[config.mk]
export PLATFORM = sky130hd
export DESIGN_NAME = ps2_set1_scancode_translator
export DESIGN_NICKNAME = d
export VERILOG_FILES = /design/src/rtl/core/ps2s1_pkg.sv /design/src/rtl/core/ps2_set1_scancode_translator.sv
export SDC_FILE = /design/constraint.sdc
export NUM_CORES = 1
export LEC_CHECK = 0
export ABC_AREA = 0
export ABC_CLOCK_PERIOD_IN_PS = 8850
export BUFFER_PORTS_ARGS = -buffer_cell sky130_fd_sc_hd__clkbuf_2
export CAP_MARGIN = 15
export CORE_MARGIN = 3
export CORE_UTILIZATION = 40
export DETAILED_ROUTE_END_ITERATION = 8
export PLACE_DENSITY = 0.67
export REMOVE_ABC_BUFFERS = 1
export SKIP_CTS_REPAIR_TIMING = 1
export SYNTH_ARGS = -nofsm -noshare
export SYNTH_HDL_FRONTEND = slang
export SYNTH_SLANG_ARGS = --single-unit
export TNS_END_PERCENT = 100
[constraint.sdc]
create_clock -name clk_i -period 8.85 [get_ports clk_i]
set_input_delay 0.4425 -clock clk_i [delete_from_list [all_inputs] [get_ports clk_i]]
set_output_delay 0.4425 -clock clk_i [all_outputs]
set_load 0.005 [all_outputs]
[src/rtl/core/ps2s1_pkg.sv]
// ----------------------------------------------------------------------------
// ps2s1_pkg
// Shared constants and character tables for the set 1 scancode translator.
// ----------------------------------------------------------------------------
package ps2s1_pkg;

  localparam int unsigned IGNORE_SLOTS_DEF = 8;
  localparam int unsigned SLOT_W           = 8;
  localparam int unsigned CODES_W          = 64;
  localparam int unsigned COUNT_W          = 4;
  localparam int unsigned APB_AW           = 4;
  localparam int unsigned APB_DW           = 64;

  // input operations
  localparam logic OP_BYTE       = 1'b0;
  localparam logic OP_SET_LAYOUT = 1'b1;

  // result kinds
  localparam logic [1:0] KIND_NONE    = 2'd0;
  localparam logic [1:0] KIND_CHAR    = 2'd1;
  localparam logic [1:0] KIND_SPECIAL = 2'd2;

  // scancodes
  localparam logic [7:0] SC_PREFIX    = 8'hE0;
  localparam logic [6:0] SC_LSHIFT    = 7'h2A;
  localparam logic [6:0] SC_RSHIFT    = 7'h36;
  localparam logic [6:0] SC_CTRL      = 7'h1D;
  localparam logic [6:0] SC_ALT       = 7'h38;
  localparam logic [6:0] SC_CAPS      = 7'h3A;
  localparam logic [6:0] SC_F1        = 7'h3B;
  localparam logic [6:0] SC_F10       = 7'h44;
  localparam logic [6:0] SC_LAYOUT_A  = 7'h57;
  localparam logic [6:0] SC_LAYOUT_B  = 7'h58;
  localparam logic [6:0] SC_KP_SLASH  = 7'h35;
  localparam logic [6:0] SC_E0_SLASH  = 7'h5D;

  // status bits
  localparam int unsigned ST_READY_BIT = 0;
  localparam int unsigned ST_MOUSE_BIT = 5;

  // characters
  localparam logic [7:0] CH_SLASH = 8'h2F;
  localparam logic [7:0] CH_QUEST = 8'h3F;
  localparam logic [7:0] CH_SPACE = 8'h20;
  localparam logic [7:0] CH_LO_A  = 8'h61;
  localparam logic [7:0] CH_LO_Z  = 8'h7A;
  localparam logic [7:0] CH_UP_A  = 8'h41;
  localparam logic [7:0] CH_UP_Z  = 8'h5A;
  localparam logic [7:0] CASE_OFS = 8'h20;
  localparam logic [7:0] CTRL_LO  = 8'h60;
  localparam logic [7:0] CTRL_UP  = 8'h40;

  // navigation keys after the e0 prefix, renumbered densely
  typedef struct packed {
    logic       hit;
    logic [4:0] num;
  } nav_t;

  function automatic nav_t nav_lookup(input logic [6:0] code);
    nav_t r;
    r.hit = 1'b1;
    case (code)
      7'h48:   r.num = 5'd10;
      7'h50:   r.num = 5'd11;
      7'h4B:   r.num = 5'd12;
      7'h4D:   r.num = 5'd13;
      7'h47:   r.num = 5'd14;
      7'h4F:   r.num = 5'd15;
      7'h53:   r.num = 5'd16;
      7'h49:   r.num = 5'd17;
      7'h51:   r.num = 5'd18;
      default: begin
        r.hit = 1'b0;
        r.num = 5'd0;
      end
    endcase
    return r;
  endfunction

  // top row and keys common to both layouts, unshifted
  function automatic logic [7:0] common_lo(input logic [6:0] code);
    logic [7:0] c;
    case (code)
      7'h01: c = 8'h1B;
      7'h02: c = 8'h31;
      7'h03: c = 8'h32;
      7'h04: c = 8'h33;
      7'h05: c = 8'h34;
      7'h06: c = 8'h35;
      7'h07: c = 8'h36;
      7'h08: c = 8'h37;
      7'h09: c = 8'h38;
      7'h0A: c = 8'h39;
      7'h0B: c = 8'h30;
      7'h0C: c = 8'h2D;
      7'h0D: c = 8'h3D;
      7'h0E: c = 8'h08;
      7'h0F: c = 8'h09;
      7'h1C: c = 8'h0A;
      7'h2B: c = 8'h5C;
      7'h37: c = 8'h2A;
      7'h39: c = 8'h20;
      default: c = 8'h00;
    endcase
    return c;
  endfunction

  function automatic logic [7:0] common_up(input logic [6:0] code);
    logic [7:0] c;
    case (code)
      7'h01: c = 8'h1B;
      7'h02: c = 8'h21;
      7'h03: c = 8'h40;
      7'h04: c = 8'h23;
      7'h05: c = 8'h24;
      7'h06: c = 8'h25;
      7'h07: c = 8'h5E;
      7'h08: c = 8'h26;
      7'h09: c = 8'h2A;
      7'h0A: c = 8'h28;
      7'h0B: c = 8'h29;
      7'h0C: c = 8'h5F;
      7'h0D: c = 8'h2B;
      7'h0E: c = 8'h08;
      7'h0F: c = 8'h09;
      7'h1C: c = 8'h0A;
      7'h2B: c = 8'h7C;
      7'h37: c = 8'h2A;
      7'h39: c = 8'h20;
      default: c = 8'h00;
    endcase
    return c;
  endfunction

  function automatic logic [7:0] en_lo(input logic [6:0] code);
    logic [7:0] c;
    case (code)
      7'h10: c = 8'h71;
      7'h11: c = 8'h77;
      7'h12: c = 8'h65;
      7'h13: c = 8'h72;
      7'h14: c = 8'h74;
      7'h15: c = 8'h79;
      7'h16: c = 8'h75;
      7'h17: c = 8'h69;
      7'h18: c = 8'h6F;
      7'h19: c = 8'h70;
      7'h1A: c = 8'h5B;
      7'h1B: c = 8'h5D;
      7'h1E: c = 8'h61;
      7'h1F: c = 8'h73;
      7'h20: c = 8'h64;
      7'h21: c = 8'h66;
      7'h22: c = 8'h67;
      7'h23: c = 8'h68;
      7'h24: c = 8'h6A;
      7'h25: c = 8'h6B;
      7'h26: c = 8'h6C;
      7'h27: c = 8'h3B;
      7'h28: c = 8'h27;
      7'h29: c = 8'h60;
      7'h2C: c = 8'h7A;
      7'h2D: c = 8'h78;
      7'h2E: c = 8'h63;
      7'h2F: c = 8'h76;
      7'h30: c = 8'h62;
      7'h31: c = 8'h6E;
      7'h32: c = 8'h6D;
      7'h33: c = 8'h2C;
      7'h34: c = 8'h2E;
      7'h35: c = 8'h2F;
      default: c = common_lo(code);
    endcase
    return c;
  endfunction

  function automatic logic [7:0] en_up(input logic [6:0] code);
    logic [7:0] c;
    case (code)
      7'h10: c = 8'h51;
      7'h11: c = 8'h57;
      7'h12: c = 8'h45;
      7'h13: c = 8'h52;
      7'h14: c = 8'h54;
      7'h15: c = 8'h59;
      7'h16: c = 8'h55;
      7'h17: c = 8'h49;
      7'h18: c = 8'h4F;
      7'h19: c = 8'h50;
      7'h1A: c = 8'h7B;
      7'h1B: c = 8'h7D;
      7'h1E: c = 8'h41;
      7'h1F: c = 8'h53;
      7'h20: c = 8'h44;
      7'h21: c = 8'h46;
      7'h22: c = 8'h47;
      7'h23: c = 8'h48;
      7'h24: c = 8'h4A;
      7'h25: c = 8'h4B;
      7'h26: c = 8'h4C;
      7'h27: c = 8'h3A;
      7'h28: c = 8'h22;
      7'h29: c = 8'h7E;
      7'h2C: c = 8'h5A;
      7'h2D: c = 8'h58;
      7'h2E: c = 8'h43;
      7'h2F: c = 8'h56;
      7'h30: c = 8'h42;
      7'h31: c = 8'h4E;
      7'h32: c = 8'h4D;
      7'h33: c = 8'h3C;
      7'h34: c = 8'h3E;
      7'h35: c = 8'h3F;
      default: c = common_up(code);
    endcase
    return c;
  endfunction

  // cp866 lower case
  function automatic logic [7:0] ru_lo(input logic [6:0] code);
    logic [7:0] c;
    case (code)
      7'h10: c = 8'hA9;
      7'h11: c = 8'hE6;
      7'h12: c = 8'hE3;
      7'h13: c = 8'hAA;
      7'h14: c = 8'hA5;
      7'h15: c = 8'hAD;
      7'h16: c = 8'hA3;
      7'h17: c = 8'hE8;
      7'h18: c = 8'hE9;
      7'h19: c = 8'hA7;
      7'h1A: c = 8'hE5;
      7'h1B: c = 8'hEA;
      7'h1E: c = 8'hE4;
      7'h1F: c = 8'hEB;
      7'h20: c = 8'hA2;
      7'h21: c = 8'hA0;
      7'h22: c = 8'hAF;
      7'h23: c = 8'hE0;
      7'h24: c = 8'hAE;
      7'h25: c = 8'hAB;
      7'h26: c = 8'hA4;
      7'h27: c = 8'hA6;
      7'h28: c = 8'hED;
      7'h29: c = 8'h5D;
      7'h2C: c = 8'hEF;
      7'h2D: c = 8'hE7;
      7'h2E: c = 8'hE1;
      7'h2F: c = 8'hAC;
      7'h30: c = 8'hA8;
      7'h31: c = 8'hE2;
      7'h32: c = 8'hEC;
      7'h33: c = 8'hA1;
      7'h34: c = 8'hEE;
      7'h35: c = 8'h2E;
      default: c = common_lo(code);
    endcase
    return c;
  endfunction

  // cp866 upper case
  function automatic logic [7:0] ru_up(input logic [6:0] code);
    logic [7:0] c;
    case (code)
      7'h10: c = 8'h89;
      7'h11: c = 8'h96;
      7'h12: c = 8'h93;
      7'h13: c = 8'h8A;
      7'h14: c = 8'h85;
      7'h15: c = 8'h8D;
      7'h16: c = 8'h83;
      7'h17: c = 8'h98;
      7'h18: c = 8'h99;
      7'h19: c = 8'h87;
      7'h1A: c = 8'h95;
      7'h1B: c = 8'h9A;
      7'h1E: c = 8'h94;
      7'h1F: c = 8'h9B;
      7'h20: c = 8'h82;
      7'h21: c = 8'h80;
      7'h22: c = 8'h8F;
      7'h23: c = 8'h90;
      7'h24: c = 8'h8E;
      7'h25: c = 8'h8B;
      7'h26: c = 8'h84;
      7'h27: c = 8'h86;
      7'h28: c = 8'h9D;
      7'h29: c = 8'h7D;
      7'h2C: c = 8'h9F;
      7'h2D: c = 8'h97;
      7'h2E: c = 8'h91;
      7'h2F: c = 8'h8C;
      7'h30: c = 8'h88;
      7'h31: c = 8'h92;
      7'h32: c = 8'h9C;
      7'h33: c = 8'h81;
      7'h34: c = 8'h9E;
      7'h35: c = 8'h2C;
      default: c = common_up(code);
    endcase
    return c;
  endfunction

endpackage

[src/rtl/core/ps2_set1_scancode_translator.sv]
// ----------------------------------------------------------------------------
// ps2_set1_scancode_translator
// Turns keyboard controller bytes (scan code set 1) into characters and
// special-key codes, tracking prefix, modifiers, caps lock and layout.
// ----------------------------------------------------------------------------
// result path: an accepted word goes through the input register, then the result register
// throughput: one word per cycle; while a result waits downstream the input
//   register still takes one word, then the input stalls
// the key state and layout counter are updated by the logic behind the input
//   register; reset clears all key state, the counter and both config registers
module ps2_set1_scancode_translator #(
  parameter int unsigned IGNORE_SLOTS = ps2s1_pkg::IGNORE_SLOTS_DEF
) (
  input  logic                            clk_i,
  input  logic                            rst_ni,
  // input stream
  input  logic                            s_axis_tvalid,
  output logic                            s_axis_tready,
  input  logic [23:0]                     s_axis_tdata,  // status_byte, data_byte, layout_value
  input  logic [0:0]                      s_axis_tuser,  // operation
  // result stream
  output logic                            m_axis_tvalid,
  input  logic                            m_axis_tready,
  // char_code, special_key, layout_ru, layout_epoch
  output logic [47:0]                     m_axis_tdata,
  output logic [1:0]                      m_axis_tuser,  // key_kind
  // configuration
  input  logic                            psel,
  input  logic                            penable,
  input  logic                            pwrite,
  input  logic [ps2s1_pkg::APB_AW-1:0]    paddr,
  input  logic [ps2s1_pkg::APB_DW-1:0]    pwdata,
  output logic [ps2s1_pkg::APB_DW-1:0]    prdata,
  output logic                            pready
);

  // configuration registers
  logic [ps2s1_pkg::CODES_W-1:0] ignore_codes_q;
  logic [ps2s1_pkg::COUNT_W-1:0] ignore_count_q;
  logic                          cfg_wr;

  // input register
  logic       in_valid_q;
  logic       op_q;
  logic [7:0] status_q;
  logic [7:0] data_q;
  logic       layout_q;

  // key state
  logic        prefix_q, prefix_d;
  logic        shift_q, shift_d;
  logic        ctrl_q, ctrl_d;
  logic        caps_q, caps_d;
  logic        ru_q, ru_d;
  logic [31:0] epoch_q, epoch_d;

  // result register
  logic       out_valid_q;
  logic [1:0] kind_q, kind_d;
  logic [7:0] char_q, char_d;
  logic [4:0] spec_q, spec_d;

  logic out_free;
  logic advance;

  logic                 byte_ready;
  logic                 released;
  logic [6:0]           code;
  logic                 ignore_hit;
  logic                 up;
  logic [7:0]           c;
  ps2s1_pkg::nav_t      nav;

  assign pready = 1'b1;
  assign cfg_wr = psel && penable && pwrite;
  assign prdata = paddr[3] ? {{(ps2s1_pkg::APB_DW - ps2s1_pkg::COUNT_W){1'b0}}, ignore_count_q}
                           : ignore_codes_q;

  always_ff @(posedge clk_i or negedge rst_ni) begin
    if (!rst_ni) begin
      ignore_codes_q <= '0;
      ignore_count_q <= '0;
    end else if (cfg_wr) begin
      if (paddr[3]) begin
        ignore_count_q <= pwdata[ps2s1_pkg::COUNT_W-1:0];
      end else begin
        ignore_codes_q <= pwdata[ps2s1_pkg::CODES_W-1:0];
      end
    end
  end

  // handshake
  assign out_free      = !out_valid_q || m_axis_tready;
  assign advance       = in_valid_q && out_free;
  assign s_axis_tready = !in_valid_q || advance;

  always_ff @(posedge clk_i or negedge rst_ni) begin
    if (!rst_ni) begin
      in_valid_q <= 1'b0;
    end else if (s_axis_tready) begin
      in_valid_q <= s_axis_tvalid;
    end
  end

  always_ff @(posedge clk_i) begin
    if (s_axis_tready && s_axis_tvalid) begin
      op_q     <= s_axis_tuser[0];
      status_q <= s_axis_tdata[7:0];
      data_q   <= s_axis_tdata[15:8];
      layout_q <= s_axis_tdata[16];
    end
  end

  assign byte_ready = status_q[ps2s1_pkg::ST_READY_BIT] && !status_q[ps2s1_pkg::ST_MOUSE_BIT];
  assign released   = data_q[7];
  assign code       = data_q[6:0];
  assign nav        = ps2s1_pkg::nav_lookup(code);

  always_comb begin
    ignore_hit = 1'b0;
    for (int i = 0; i < IGNORE_SLOTS; i++) begin
      if ((ps2s1_pkg::COUNT_W'(i) < ignore_count_q) &&
          (ignore_codes_q[i*ps2s1_pkg::SLOT_W +: ps2s1_pkg::SLOT_W] == {1'b0, code})) begin
        ignore_hit = 1'b1;
      end
    end
  end

  // character lookup for an unprefixed make code
  always_comb begin
    up = shift_q ^ caps_q;
    if (ru_q) begin
      c = up ? ps2s1_pkg::ru_up(code) : ps2s1_pkg::ru_lo(code);
      if (c == 8'h00 && shift_q) begin
        c = ps2s1_pkg::en_up(code);
      end
      if (c == 8'h00) begin
        c = ps2s1_pkg::en_lo(code);
      end
    end else begin
      c = ps2s1_pkg::en_lo(code);
      if (c >= ps2s1_pkg::CH_LO_A && c <= ps2s1_pkg::CH_LO_Z) begin
        if (up) begin
          c = c - ps2s1_pkg::CASE_OFS;
        end
      end else if (shift_q) begin
        c = ps2s1_pkg::en_up(code);
      end
    end
    if (ctrl_q) begin
      if (c >= ps2s1_pkg::CH_LO_A && c <= ps2s1_pkg::CH_LO_Z) begin
        c = c - ps2s1_pkg::CTRL_LO;
      end else if (c >= ps2s1_pkg::CH_UP_A && c <= ps2s1_pkg::CH_UP_Z) begin
        c = c - ps2s1_pkg::CTRL_UP;
      end else if (c == ps2s1_pkg::CH_SPACE) begin
        c = 8'h00;
      end
    end
  end

  always_comb begin
    prefix_d = prefix_q;
    shift_d  = shift_q;
    ctrl_d   = ctrl_q;
    caps_d   = caps_q;
    ru_d     = ru_q;
    epoch_d  = epoch_q;
    kind_d   = ps2s1_pkg::KIND_NONE;
    char_d   = 8'h00;
    spec_d   = 5'd0;

    if (op_q == ps2s1_pkg::OP_SET_LAYOUT) begin
      if (layout_q != ru_q) begin
        ru_d    = layout_q;
        epoch_d = epoch_q + 32'd1;
      end
    end else if (!byte_ready) begin
      // dropped word, state untouched
    end else if (data_q == ps2s1_pkg::SC_PREFIX) begin
      prefix_d = 1'b1;
    end else if (!prefix_q && ignore_hit) begin
      // code on the ignore list
    end else if (prefix_q) begin
      prefix_d = 1'b0;
      if (!released) begin
        if (nav.hit) begin
          kind_d = ps2s1_pkg::KIND_SPECIAL;
          spec_d = nav.num;
        end else if (code == ps2s1_pkg::SC_E0_SLASH) begin
          kind_d = ps2s1_pkg::KIND_CHAR;
          char_d = shift_q ? ps2s1_pkg::CH_QUEST : ps2s1_pkg::CH_SLASH;
        end else if (code == ps2s1_pkg::SC_KP_SLASH) begin
          kind_d = ps2s1_pkg::KIND_CHAR;
          char_d = ps2s1_pkg::CH_SLASH;
        end
      end
    end else if (code inside {ps2s1_pkg::SC_LSHIFT, ps2s1_pkg::SC_RSHIFT}) begin
      shift_d = !released;
    end else if (code == ps2s1_pkg::SC_CTRL) begin
      ctrl_d = !released;
    end else if (code == ps2s1_pkg::SC_ALT) begin
      // alt is not tracked
    end else if (code == ps2s1_pkg::SC_CAPS) begin
      if (!released) begin
        caps_d = !caps_q;
      end
    end else if (released) begin
      // other breaks give nothing
    end else if (code inside {[ps2s1_pkg::SC_F1:ps2s1_pkg::SC_F10]}) begin
      kind_d = ps2s1_pkg::KIND_SPECIAL;
      spec_d = 5'(code - ps2s1_pkg::SC_F1);
    end else if (code inside {ps2s1_pkg::SC_LAYOUT_A, ps2s1_pkg::SC_LAYOUT_B}) begin
      ru_d    = !ru_q;
      epoch_d = epoch_q + 32'd1;
    end else if (c != 8'h00) begin
      kind_d = ps2s1_pkg::KIND_CHAR;
      char_d = c;
    end
  end

  always_ff @(posedge clk_i or negedge rst_ni) begin
    if (!rst_ni) begin
      prefix_q    <= 1'b0;
      shift_q     <= 1'b0;
      ctrl_q      <= 1'b0;
      caps_q      <= 1'b0;
      ru_q        <= 1'b0;
      epoch_q     <= '0;
      out_valid_q <= 1'b0;
    end else begin
      if (advance) begin
        prefix_q <= prefix_d;
        shift_q  <= shift_d;
        ctrl_q   <= ctrl_d;
        caps_q   <= caps_d;
        ru_q     <= ru_d;
        epoch_q  <= epoch_d;
      end
      if (out_free) begin
        out_valid_q <= in_valid_q;
      end
    end
  end

  always_ff @(posedge clk_i) begin
    if (advance) begin
      kind_q <= kind_d;
      char_q <= char_d;
      spec_q <= spec_d;
    end
  end

  // state only moves when a word enters the result register, so the layout
  // and counter registers always match the word on the output
  assign m_axis_tvalid = out_valid_q;
  assign m_axis_tuser  = kind_q;
  assign m_axis_tdata  = {2'b00, epoch_q, ru_q, spec_q, char_q};

endmodule
[Word-level counts from Yosys, hierarchy flattened]
Memories as Yosys holds them, arrays and structs flattened. A register that Yosys moved wholly into a read port is not among the register bits.
Cells that the tools add are included.
Operators by class
  bitwise gates (word level): 11
  magnitude comparators: 16
  eq/ne operators: 73
  $add $sub $neg: 5
  mux-type cells: 108
  shifts and indexed selects: 0
  $mul: 0
  divide/modulo/power cells: 0
  reduce and logical (&&, ||, !) cells: 44
Operators by type and width (number)
  8-bit case mux with 34 select lines: 6
  32-bit two-way mux: 13
  8-bit two-way mux: 30
  7-bit by 6-bit equality test with 1-bit output, second input constant: 24
  7-bit by 5-bit equality test with 1-bit output, second input constant: 15
  7-bit equality test, second input constant: 12
  8-bit by 7-bit equality test with 1-bit output: 8
  64-bit two-way mux: 1
  6-bit two-way mux: 10
  5-bit two-way mux: 10
  5-bit case mux with 9 select lines: 1
  32-bit by 1-bit adder with 32-bit output, second input constant: 1
  1-bit two-way mux: 28
  8-bit by 7-bit greater-or-equal comparator with 1-bit output, second input constant: 3
  8-bit by 7-bit <= comparator with 1-bit output, second input constant: 3
  2-bit != test, second input constant: 10
  1-bit logical AND: 19
  2-bit two-way mux: 9
  8-bit zero test: 2
  3-bit by 4-bit less-than comparator with 1-bit output, first input constant: 4
  8-bit by 7-bit subtractor with 8-bit output, second input constant: 2
  13-bit AND reduction: 1
  11-bit AND reduction: 1
  1-bit inverter: 10
  other kinds (21): 34
Storage, ports and cells
  bits in registers: 138
  latch bits: 0
  ROM bits: 2688
  bits of input ports: 100
  logic and storage cells: 280
  output and inout port bits: 117
  memory bits (writable): 0
  memories: 6
Memories
  (no name shown): words 64, bits a word 7, read ports 1, clocked after memory_dff 1, write ports 0, line ps2s1_pkg.sv:110  | case (code)
  (no name shown): words 64, bits a word 7, read ports 1, clocked after memory_dff 1, write ports 0, line ps2s1_pkg.sv:83  | case (code)
  (no name shown): words 64, bits a word 7, read ports 1, clocked after memory_dff 1, write ports 0, line ps2s1_pkg.sv:110
  (no name shown): words 64, bits a word 7, read ports 1, clocked after memory_dff 1, write ports 0, line ps2s1_pkg.sv:83
  (no name shown): words 64, bits a word 7, read ports 1, clocked after memory_dff 1, write ports 0, line ps2s1_pkg.sv:83
  (no name shown): words 64, bits a word 7, read ports 1, clocked after memory_dff 1, write ports 0, line ps2s1_pkg.sv:110

[Depth between registers and ports, before layout]
Gate-level depths: netlist (run 1).
  word-level depth: 26
  depth in mapped cells: 25
  mapped depth without buffers: 20

[Worst setup path before layout (run 1)]
No wires, ideal clock.
  path type: reg-to-reg
  start point: reg data_q[0]
  end point: reg kind_q[0], in the netlist m_axis_tuser[0] (data pin)
  buffers on the path: 2
  setup time: 259 ps
  period minus slack after synthesis: 5996 ps
  setup slack: 2854 ps
  stages on the path, launching flop included: 21
  data required time: 8591 ps
  arrival: 5738 ps
  cells stage by stage: edfxtp_1 -> clkbuf_1 -> inv_1 -> ha_1 -> or3_1 -> a32o_1 -> a2111o_1 -> or4_1 -> buf_2 -> o211a_4 -> or2_4 -> nor3_2 -> mux2_2 -> a32oi_2 -> inv_2 -> ha_1 -> a41o_1 -> o221a_4 -> a211oi_2 -> a21oi_1 -> o31a_1
On the way
  longest elaborated chain between the ends: 26
  elaborated cells between the ends (all ways): 136
  those cells by class: 3 x add/sub; 8 x order compare; 61 x eq/ne; 43 x mux; 21 x reduce/logical
RTL lines
  from (decl): line ps2_set1_scancode_translator.sv:46  | logic [7:0] data_q;
  from (signal assigned): line ps2_set1_scancode_translator.sv:109  | data_q <= s_axis_tdata[15:8];
  7-bit by 6-bit equality test with 1-bit output (tied with other cells)
  8-bit case mux with 34 select lines, on equally long branches: line ps2s1_pkg.sv:222, ps2s1_pkg.sv:265
  8-bit two-way mux: line ps2_set1_scancode_translator.sv:132  | if (ru_q) begin
  8-bit two-way mux: line ps2_set1_scancode_translator.sv:133  | c = up ? ps2s1_pkg::ru_up(code) : ps2s1_pkg::ru_lo(code);
  8-bit zero test: line ps2_set1_scancode_translator.sv:134  | if (c == 8'h00 && shift_q) begin
  1-bit logical AND: line ps2_set1_scancode_translator.sv:134
  8-bit two-way mux: line ps2_set1_scancode_translator.sv:134
  8-bit two-way mux: line ps2_set1_scancode_translator.sv:132
  [... 10 more ...]
  1-bit two-way mux: line ps2_set1_scancode_translator.sv:212  | end else if (code inside {ps2s1_pkg::SC_LAYOUT_A, ps2s1_pkg::SC_LAYOUT_B}) begin
  2-bit two-way mux: line ps2_set1_scancode_translator.sv:209  | end else if (code inside {[ps2s1_pkg::SC_F1:ps2s1_pkg::SC_F10]}) begin
  2-bit two-way mux: line ps2_set1_scancode_translator.sv:207  | end else if (released) begin
  2-bit two-way mux: line ps2_set1_scancode_translator.sv:203  | end else if (code == ps2s1_pkg::SC_CAPS) begin
  2-bit two-way mux: line ps2_set1_scancode_translator.sv:201  | end else if (code == ps2s1_pkg::SC_ALT) begin
  2-bit two-way mux: line ps2_set1_scancode_translator.sv:199  | end else if (code == ps2s1_pkg::SC_CTRL) begin
  2-bit two-way mux: line ps2_set1_scancode_translator.sv:197  | end else if (code inside {ps2s1_pkg::SC_LSHIFT, ps2s1_pkg::SC_RSHIFT}) begin
  2-bit two-way mux: line ps2_set1_scancode_translator.sv:183  | end else if (prefix_q) begin
  to (signal assigned): line ps2_set1_scancode_translator.sv:247  | kind_q <= kind_d;
  to (decl): line ps2_set1_scancode_translator.sv:59  | logic [1:0] kind_q, kind_d;
Parallel ways exist; a longest one is shown, timed or not. The select of a mux whose other input is x is not followed.
A chain may end at the register's enable or synchronous reset.

[Worst setup path after layout (run 1)]
  start point: reg data_q[1]
  end point: reg kind_q[0], in the netlist m_axis_tuser[0] (data pin)
The elaborated chain is that of the path after synthesis.

==> results of run 1 <==
[area by class of cell]
class                   instances  area, µm²  area share, %
repair buffers                213       1110           9.37
clock inverters                15        176           1.49
flip-flops and latches        148       3770           31.8
clock buffers                  17        425           3.59
multi-input cells             836       5880           49.6
well taps                     324        405           3.42
inverters                      26       97.6          0.823
[per-stage QoR]
step	total power [µW]	instances
floorplan	1370	1010
global placement	1610	1546
detailed placement	1620	1546
CTS	2370	1578
global route	2480	1579
finish	2360	1579
[logic make-up (layout without fill, tap and decap cells)]
family | after synthesis | in the layout | share of synthesized area [%]
multiplexers | 84 | 84 | 9.32
buffers and inverters | 97 | 271 | 4.07
adder cells (fa/ha/maj) | 16 | 16 | 1.99
flip-flops | 148 | 148 | 37.5
AO/OA/AOI/OAI | 217 | 217 | 15.2
AND/OR/NAND/NOR | 422 | 422 | 23.7
XOR/XNOR | 94 | 94 | 8.19
other | 2 | 3 | 0.0747
[placed cells by master (no fill, tap or decap), types with 5 or more instances in the layout]
master     count
clkbuf_16     17
nand2_1       70
nand3_1       31
a211o_1        5
inv_8          5
o21ai_0       49
a31o_2         5
a21oi_1       44
nand4_1       17
nand2b_1      15
nor4_1        13
a21o_1        11
mux2_2        76
inv_6          5
nand4b_1      10
or3_1         13
edfxtp_1      27
dfrtp_1      107
ha_1          16
mux2i_1        8
nor2_1        65
and3_1        22
nor4b_1        5
a31oi_1        9
or2_2          8
xnor2_1       52
clkbuf_2     196
a22oi_1        6
o211ai_1       5
o22ai_1       12
a211oi_1      10
xor2_1        42
o31ai_1        8
nor2b_1       68
nor3_1        35
buf_4         16
dfxtp_1       14
and2_1         8
inv_1         24
nand3b_1       7
[how the worst max path moves through the flow]
| stage | startpoint | end | slack [ns] | cells after the start |
|---|---|---|---|---|
| after global placement | data_q[1] | m_axis_tuser[0] | 1.88 | 19 |
| after CTS | data_q[1] | m_axis_tuser[0] | 1.77 | 19 |
| after floorplan | data_q[0] | m_axis_tuser[0] | 1.97 | 20 |
| after detailed placement | data_q[1] | m_axis_tuser[0] | 1.80 | 18 |
| final | data_q[1] | m_axis_tuser[0] | 1.69 | 19 |
| after global routing | data_q[1] | m_axis_tuser[0] | 1.49 | 19 |
[power by group through the flow]
stage                     Combinational (µW)  Sequential [µW]  Clock, µW
after floorplan                          488              887          0
after global placement                   708              906          0
after CTS                                717              896        755
after detailed placement                 713              908          0
after global routing                     789              912        784
final                                    719              897        741
[layer usage]
metal	vias up	global-route usage [%]	wire [µm]	share of wire [%]
li1	4236	-	-	-
met3	53	3.79	1990	6.5
met1	4332	31.2	13700	45
met2	365	35.8	14000	46
met4	0	7.43	815	2.7
met5	-	0	0	0
[worst max-delay path, cell delays in order (launching register included)]
cell	delay, ns
edfxtp_1	0.96
inv_1	0.20
ha_1	0.36
buf_4	0.24
nor2_1	0.38
o31a_1	0.25
or4b_2	0.70
or4_1	0.61
o211a_4	0.33
or2_4	0.26
nor3_2	0.35
mux2_2	0.41
a32oi_2	0.42
inv_2	0.12
ha_1	0.20
a41o_1	0.20
o221a_4	0.31
a211oi_2	0.21
a21oi_1	0.08
o31a_1	0.32
[sequential cells by signal, indices dropped and copies added, names as in the netlist, 2 cells and up, named ones only]
register	count
ignore_count_q	4
m_axis_tuser	2
spec_q	5
data_q	8
status_q	2
char_q	8
ignore_codes_q	64
epoch_q	32
==> flow_metrics.py, run 1 <==
metrics = {
    "sta": {
        "finalHoldWorstSlack_ns": 0.192,
        "fin_skew_ns": 0.0146,
        "finalSetupViolCount": 0,
        "fmax_ghz": 0.140,
        "max-slew-margin-rel_pct": 35.7,
        "period_minus_slack_ns": 7.16,
        "rsz0062_at_grt": "false",
        "fin_crit_sh_pct": 80.9,
        "tns_ns": 0,
        "worst_pin_slew_ns": 0.938,
        "finalHoldViolations": 0,
        "finalMaxSlewViolations": 0,
        "worst_slack_ns": 1.69,
    },
    "floorplan": {
        "initial_core_util_pct": 41.0,
        "design.core.area_um2": 24500,
        "core.rowCount": 57,
        "die_x_um": 164,
        "boundaryPins": 217,
        "die_area_um2": 27100,
        "die_height_um": 164,
    },
    "cells_and_area": {
        "final_area_um2": 11900,
        "final_util_pct": 48.4,
        "num-nets-final": 1358,
        "n_fill_cell": 2366,
        "syn_to_final_growth_pct": 18.1,
        "drive_gt1_share_pct": 28.8,
        "insertedDiodeCount": 0,
    },
    "critical_path": {
        "rr_worst_depth": 19,
        "r2r_slack_ns": 1.69,
        "path_class": "flop to flop",
        "reg2reg_from": "data_q[1]",
        "cp_max_fo": 13,
        "rr_endpoint": "m_axis_tuser[0]",
        "cp.required_ns": 9.02,
        "cp.arrival_ns": 7.33,
        "start_kind": "flop",
        "end_kind": "flop",
    },
    "power": {
        "netSwitchingPower_uw": 826,
        "pwr-share-seq_pct": 38.1,
        "swShare_pct": 35.0,
        "p_comb_share_pct": 30.5,
        "powerDensity_nw_per_um2": 199,
        "p_int_uw": 1530,
        "ir_drop_mv": 0.136,
        "leakage_uw": 0.00526,
        "power_frac_clock_pct": 31.4,
    },
    "global_route": {
        "grtUsageTotal_pct": 22.5,
        "overflow": 0,
        "antenna_found_initial": 0,
        "grt_max_degree": 70,
        "grt_pass1_wl_um": 48000,
        "grt_pass1_vias": 8670,
    },
    "routing": {
        "drt_iter0_drc": 572,
        "drcViolationCount": 0,
        "drt.antenna.violating_nets": 0,
        "first_pass_iters": 5,
        "via_per_inst": 5.69,
        "wl_per_cell_um": 19.4,
        "routed_wl_um": 30600,
        "vias": 8986,
    },
    "synth": {
        "async_flop_share_pct": 72.3,
        "yosysWarnings": 0,
        "synth_area_per_cell_um2": 9.30,
        "yosys.cell_count.top_type": "dfrtp_1",
        "synth-main-ff-cell": "dfrtp_1",
        "ys_ff_latch": 148,
        "synth.area.top_cells": "dfrtp_1 (27%), mux2_2 (8.5%), edfxtp_1 (8.1%), xnor2_1 (4.5%), nor2b_1 (4.2%)",
        "synth-edff-count": 27,
        "synth_commonest_cells": "dfrtp_1 (107), mux2_2 (76), nand2_1 (70)",
        "synth_cell_type_count": 92,
        "synth_area_um2": 10000,
        "synth_seq_area_share_pct": 37.5,
        "synth_top_area_share_pct": 26.7,
        "synthCells": 1080,
        "synth_top_cell_by_area": "dfrtp_1",
    },
    "clocking": {
        "cts.reportedPaths.clkPinSlew_ns": 0.07,
        "cts_buffers": 17,
        "clk-insertion-delay-late_ns": 0.43,
        "clkSinkCount": 148,
        "cts_tree": "yes",
        "ctsHtreeMaxLevel": 4,
        "cts_root_buffer": "clkbuf_16",
        "ctsLongestPathBuffers": 2,
    },
    "placement": {
        "detailedPlace.worstSlack_ns": 1.80,
        "port_buffers": 197,
        "place_area_um2": 11300,
        "hpwl_um": 22600,
        "place.gp.congestion": 0.955,
    },
    "hold_path": {
        "worstHoldStart": "s_axis_tdata[14]",
        "whs_path_depth": 1,
        "min_path_type": "primary input to flop",
        "hold_path_end": "data_q[6]",
    },
    "status": {
        "status": "finished clean",
    },
    "run": {
        "maxCapViolCount": 0,
    },
}
No activity file was read; power rests on OpenSTA's default activity.
==> run 2, diff against run 1 <==
- ABC_CLOCK_PERIOD_IN_PS: 8850 -> 5950
- PLACE_DENSITY: 0.67 -> 0.69
- clock period: 8.85 -> 5.95 ns (I/O delays scaled with it)
==> run 2 against run 1 <==
Net effect: hold slack got worse by 0.15 ns; final area rose by 2.2%; wire length rose by 2.0%; global-route usage rose by 0.72 points; register-to-register slack got worse by 1.3 ns; sequential power rose by 49%; largest power group unchanged; highest routed layer unchanged.
==> flow_metrics.py, run 2 (same netlist as run 1, synthesis figures left out) <==
metrics = {
    "hold_path": {
        "min_path_type": "primary input to flop",
    },
    "routing": {
        "first_pass_iters": 5,
        "wl_per_cell_um": 19.4,
        "vias": 9257,
        "drt.antenna.violating_nets": 0,
        "drcViolationCount": 0,
        "drt_iter0_drc": 900,
        "via_per_inst": 5.75,
        "routed_wl_um": 31200,
    },
    "sta": {
        "finalSetupViolCount": 0,
        "finalMaxSlewViolations": 0,
        "fmax_ghz": 0.178,
        "rsz0062_at_grt": "false",
        "fin_skew_ns": 0.0191,
        "worst_slack_ns": 0.345,
        "worst_pin_slew_ns": 1.08,
        "fin_crit_sh_pct": 94.2,
        "period_minus_slack_ns": 5.60,
        "max-slew-margin-rel_pct": 27.6,
        "finalHoldViolations": 0,
    },
    "clocking": {
        "clk-insertion-delay-late_ns": 0.44,
        "ctsLongestPathBuffers": 2,
        "cts_buffers": 17,
        "clkSinkCount": 148,
        "cts_root_buffer": "clkbuf_16",
        "cts.reportedPaths.clkPinSlew_ns": 0.07,
        "ctsHtreeMaxLevel": 4,
        "cts_tree": "yes",
    },
    "floorplan": {
        "die_x_um": 164,
        "initial_core_util_pct": 41.0,
        "design.core.area_um2": 24500,
        "die_height_um": 164,
        "die_area_um2": 27100,
        "core.rowCount": 57,
        "boundaryPins": 217,
    },
    "run": {
        "maxCapViolCount": 0,
    },
    "cells_and_area": {
        "largest_reg_flops": 64,
        "final_util_pct": 49.4,
        "top_register": "ignore_codes_q",
        "layout_common_cells": "clkbuf_2 (196), dfrtp_1 (107), mux2_2 (76)",
        "top_regs": "ignore_codes_q: 64 flops, epoch_q: 32 flops",
        "drive_gt1_share_pct": 30.6,
        "num-nets-final": 1389,
        "insertedDiodeCount": 0,
        "layout_commonest_cell": "clkbuf_2",
        "syn_to_final_growth_pct": 20.7,
    },
    "critical_path": {
        "cp_max_fo": 15,
        "rr_worst_depth": 20,
        "cp-startpoint": "data_q[0]",
        "reg2reg_from": "data_q[0]",
        "cp.required_ns": 6.14,
        "r2r_slack_ns": 0.35,
        "path_class": "flop to flop",
        "rr_endpoint": "m_axis_tuser[0]",
        "start_kind": "flop",
        "cp.arrival_ns": 5.80,
        "end_kind": "flop",
        "endpoint": "m_axis_tuser[0]",
    },
    "power": {
        "powerDensity_nw_per_um2": 295,
        "leakage_uw": 0.00542,
        "ir_drop_mv": 0.144,
    },
    "placement": {
        "port_buffers": 197,
        "detailedPlace.worstSlack_ns": 0.295,
        "hpwl_um": 23400,
        "place.gp.congestion": 0.956,
    },
    "global_route": {
        "grt_max_degree": 75,
        "grtUsageTotal_pct": 23.2,
        "grt_pass1_vias": 8912,
        "antenna_found_initial": 0,
        "overflow": 0,
        "grt_pass1_wl_um": 49900,
    },
    "status": {
        "status": "finished clean",
    },
}
[run 2: worst max-delay path: stages (launching register included)]
cell and delay [ns]:
edfxtp_1 0.41, inv_2 0.11, ha_1 0.22, buf_4 0.20
nor3_2 0.22, nor3_2 0.09, or4b_2 0.77, or4_1 0.48
o211a_4 0.29, or2_4 0.26, nor3_2 0.31, a311oi_1 0.15
a311oi_1 0.26, a31o_2 0.20, inv_1 0.10, ha_1 0.21
a41o_1 0.20, o221a_4 0.31, a211oi_2 0.23, a21oi_1 0.08
o31a_1 0.28
[run 2: per-stage QoR]
step	power, µW	setup TNS [ns]	std cells	area, µm²	hold WS [ns]
floorplan	2040	-3.05	1010	9740	0.00191
global placement	2410	0	1576	11500	0.265
detailed placement	2450	0	1576	11500	0.265
CTS	3590	0	1608	12100	-0.210
global route	3780	0	1610	12100	0.0291
finish	3580	0	1610	12100	0.0375
[run 2: layout make-up]
class                      instances  area (µm²)
clock buffer                      17         425
clock inverter                    15         203
fill                            2352       12400
inverter                          26        97.6
multi-input combinational        836        5890
sequential                       148        3770
tap                              324         405
timing repair buffer             244        1340
[run 2: worst min path at each step]
stage | from | end | slack [ns] | depth (start not counted)
final | s_axis_tdata[14] | data_q[6] | 0.04 | 1
after detailed placement | rst_ni | epoch_q[27] | 0.27 | 1
after global routing | s_axis_tdata[0] | status_q[0] | 0.03 | 1
after CTS | rst_ni | epoch_q[27] | -0.21 | 1
after floorplan | rst_ni | caps_q | 0.002 | 0
after global placement | rst_ni | epoch_q[27] | 0.27 | 1
[run 2: power breakdown]
part	internal (µW)	leakage [µW]	switching [µW]
clock	613	0.000306	522
sequential	1180	0.00173	159
combinational	519	0.00339	586
total	2310	0.00542	1270
[run 2: metal layers]
layer,share of wire [%],up-vias,track usage [%],routed length (µm)
li1,-,4300,-,-
met1,43,4483,32.2,13500
met2,46,407,37.1,14400
met3,7.8,67,3.99,2430
met4,2.6,0,7.17,817
met5,0,-,0,0
==> run 3, diff against run 2 <==
- BUFFER_PORTS_ARGS: -buffer_cell sky130_fd_sc_hd__clkbuf_2 -> -buffer_cell sky130_fd_sc_hd__buf_2
- SLEW_MARGIN: not set -> 20
==> run 3 against run 2 <==
Net effect: setup slack worse by 0.075 ns; flip-flop and latch count stayed put; clock skew is 0.0068 ns lower; count of clock-buffer cells in the layout stayed put; utilization is 0.13 points higher; final area is 0.26% higher; largest cell class unchanged.
==> flow_metrics.py, run 3 (same netlist as run 1, synthesis figures left out) <==
metrics = {
    "status": {
        "status": "finished clean",
    },
    "sta": {
        "fin_skew_ns": 0.0123,
        "worst_pin_slew_ns": 1.06,
        "finalSetupViolCount": 0,
        "finalHoldViolations": 0,
        "period_minus_slack_ns": 5.68,
        "worst_slack_ns": 0.271,
        "finalMaxSlewViolations": 0,
        "fin_crit_sh_pct": 95.5,
        "fmax_ghz": 0.176,
        "max-slew-margin-rel_pct": 29.1,
        "rsz0062_at_grt": "false",
    },
    "floorplan": {
        "die_x_um": 164,
        "core.rowCount": 57,
        "boundaryPins": 217,
        "initial_core_util_pct": 41.0,
        "die_height_um": 164,
        "die_area_um2": 27100,
        "design.core.area_um2": 24500,
    },
    "routing": {
        "via_per_inst": 5.68,
        "drt_iter0_drc": 744,
        "wl_per_cell_um": 19.3,
        "drt.antenna.violating_nets": 0,
        "drcViolationCount": 0,
        "first_pass_iters": 5,
        "vias": 9178,
        "routed_wl_um": 31200,
    },
    "clocking": {
        "clkSinkCount": 148,
        "cts_root_buffer": "clkbuf_16",
        "clk-insertion-delay-late_ns": 0.43,
        "cts_buffers": 17,
        "ctsLongestPathBuffers": 2,
        "ctsHtreeMaxLevel": 4,
        "cts_tree": "yes",
        "cts.reportedPaths.clkPinSlew_ns": 0.07,
    },
    "global_route": {
        "grt_pass1_wl_um": 49500,
        "antenna_found_initial": 2,
        "grtUsageTotal_pct": 23.1,
        "grt_pass1_vias": 8945,
        "overflow": 0,
        "grt_max_degree": 74,
    },
    "critical_path": {
        "cp_max_fo": 20,
        "cp.required_ns": 6.14,
        "start_kind": "flop",
        "crit_family": "compound AO/OA/AOI/OAI gates",
        "path_class": "flop to flop",
        "cp.arrival_ns": 5.87,
        "slowest_stage": "a2111o_1",
        "cp_cell_sequence": "buf_4 -> ha_1 -> or3_1 -> a32o_1 -> a2111o_1 -> buf_4 -> nor4_2 -> buf_6 -> a21oi_1 -> a211oi_4 -> nor3_4 -> a311oi_1 -> a311oi_1 -> a31o_2 -> inv_1 -> ha_1 -> inv_1 -> a41o_1 -> o221a_4 -> mux2i_1 -> nand2_1 -> o31a_1",
        "path_buf_inv": 5,
        "cpPeakStageDelay_ns": 0.45,
        "end_kind": "flop",
    },
    "cells_and_area": {
        "layout_commonest_cell": "buf_2",
        "top_register": "ignore_codes_q",
        "largest_reg_flops": 64,
        "drive_gt1_share_pct": 30.9,
        "final_util_pct": 49.6,
        "syn_to_final_growth_pct": 21.0,
        "top_regs": "ignore_codes_q: 64 flops, epoch_q: 32 flops",
        "num-nets-final": 1393,
        "layout_common_cells": "buf_2 (196), dfrtp_1 (107), mux2_2 (76)",
    },
    "run": {
        "maxCapViolCount": 0,
    },
    "placement": {
        "detailedPlace.worstSlack_ns": 0.189,
        "hpwl_um": 23500,
        "port_buffers": 197,
        "place.gp.congestion": 0.946,
    },
    "power": {
        "powerDensity_nw_per_um2": 290,
        "leakage_uw": 0.00546,
        "ir_drop_mv": 0.174,
    },
    "hold_path": {
        "min_path_type": "primary input to flop",
    },
}
[run 3: changes by cell type in the layout (fill, tap and decap cells not counted), sizes merged]
cell	previous run	this run
buf	46	247
bufinv	1	0
diode	0	1
clkinvlp	0	1
clkbuf	214	17
[run 3: metal layers]
metal	part of all wire, %	vias up	GRT usage [%]
met2	46	377	37.1
met4	2.5	2	7.09
li1	-	4321	-
met5	0.042	-	0
met3	7.3	63	4.49
met1	44	4415	31.6
[run 3: worst paths after layout]
path	slack [ns]	depth (start not counted)	start	to
worst max-delay path	0.27	22	data_q[0]	m_axis_tuser[0]
worst min-delay path	0.04	1	s_axis_tdata[14]	data_q[6]
worst max register to register	0.27	22	data_q[0]	m_axis_tuser[0]
worst min register to register	0.48	1	epoch_q[31]	epoch_q[31]
max in group asynchronous	4.30	3	rst_ni	ignore_codes_q[27]
min in group asynchronous	0.34	2	rst_ni	epoch_q[27]
[run 3: cell type report]
| cell class | instances | area, µm² |
|---|---|---|
| inverter | 26 | 97.6 |
| clock inverter | 15 | 183 |
| multi-input combinational | 836 | 5900 |
| fill | 2364 | 12400 |
| antenna | 1 | 2.50 |
| timing repair buffer | 248 | 1380 |
| tap | 324 | 405 |
| sequential | 148 | 3770 |
| clock buffer | 17 | 425 |
[run 3: through the flow]
stage | std cells | instance area (µm²) | hold WS [ns] | power, µW | setup TNS, ns
floorplan | 1010 | 9740 | 0.00191 | 2040 | -3.05
global placement | 1579 | 11500 | 0.271 | 2420 | 0
detailed placement | 1579 | 11500 | 0.270 | 2440 | 0
CTS | 1611 | 12100 | -0.204 | 3540 | 0
global route | 1615 | 12200 | 0.0231 | 3730 | 0
finish | 1615 | 12200 | 0.0388 | 3530 | 0
[run 3: report_power, final]
part,switching [µW],internal (µW)
Combinational,578,522
Sequential,158,1180
Clock,524,572
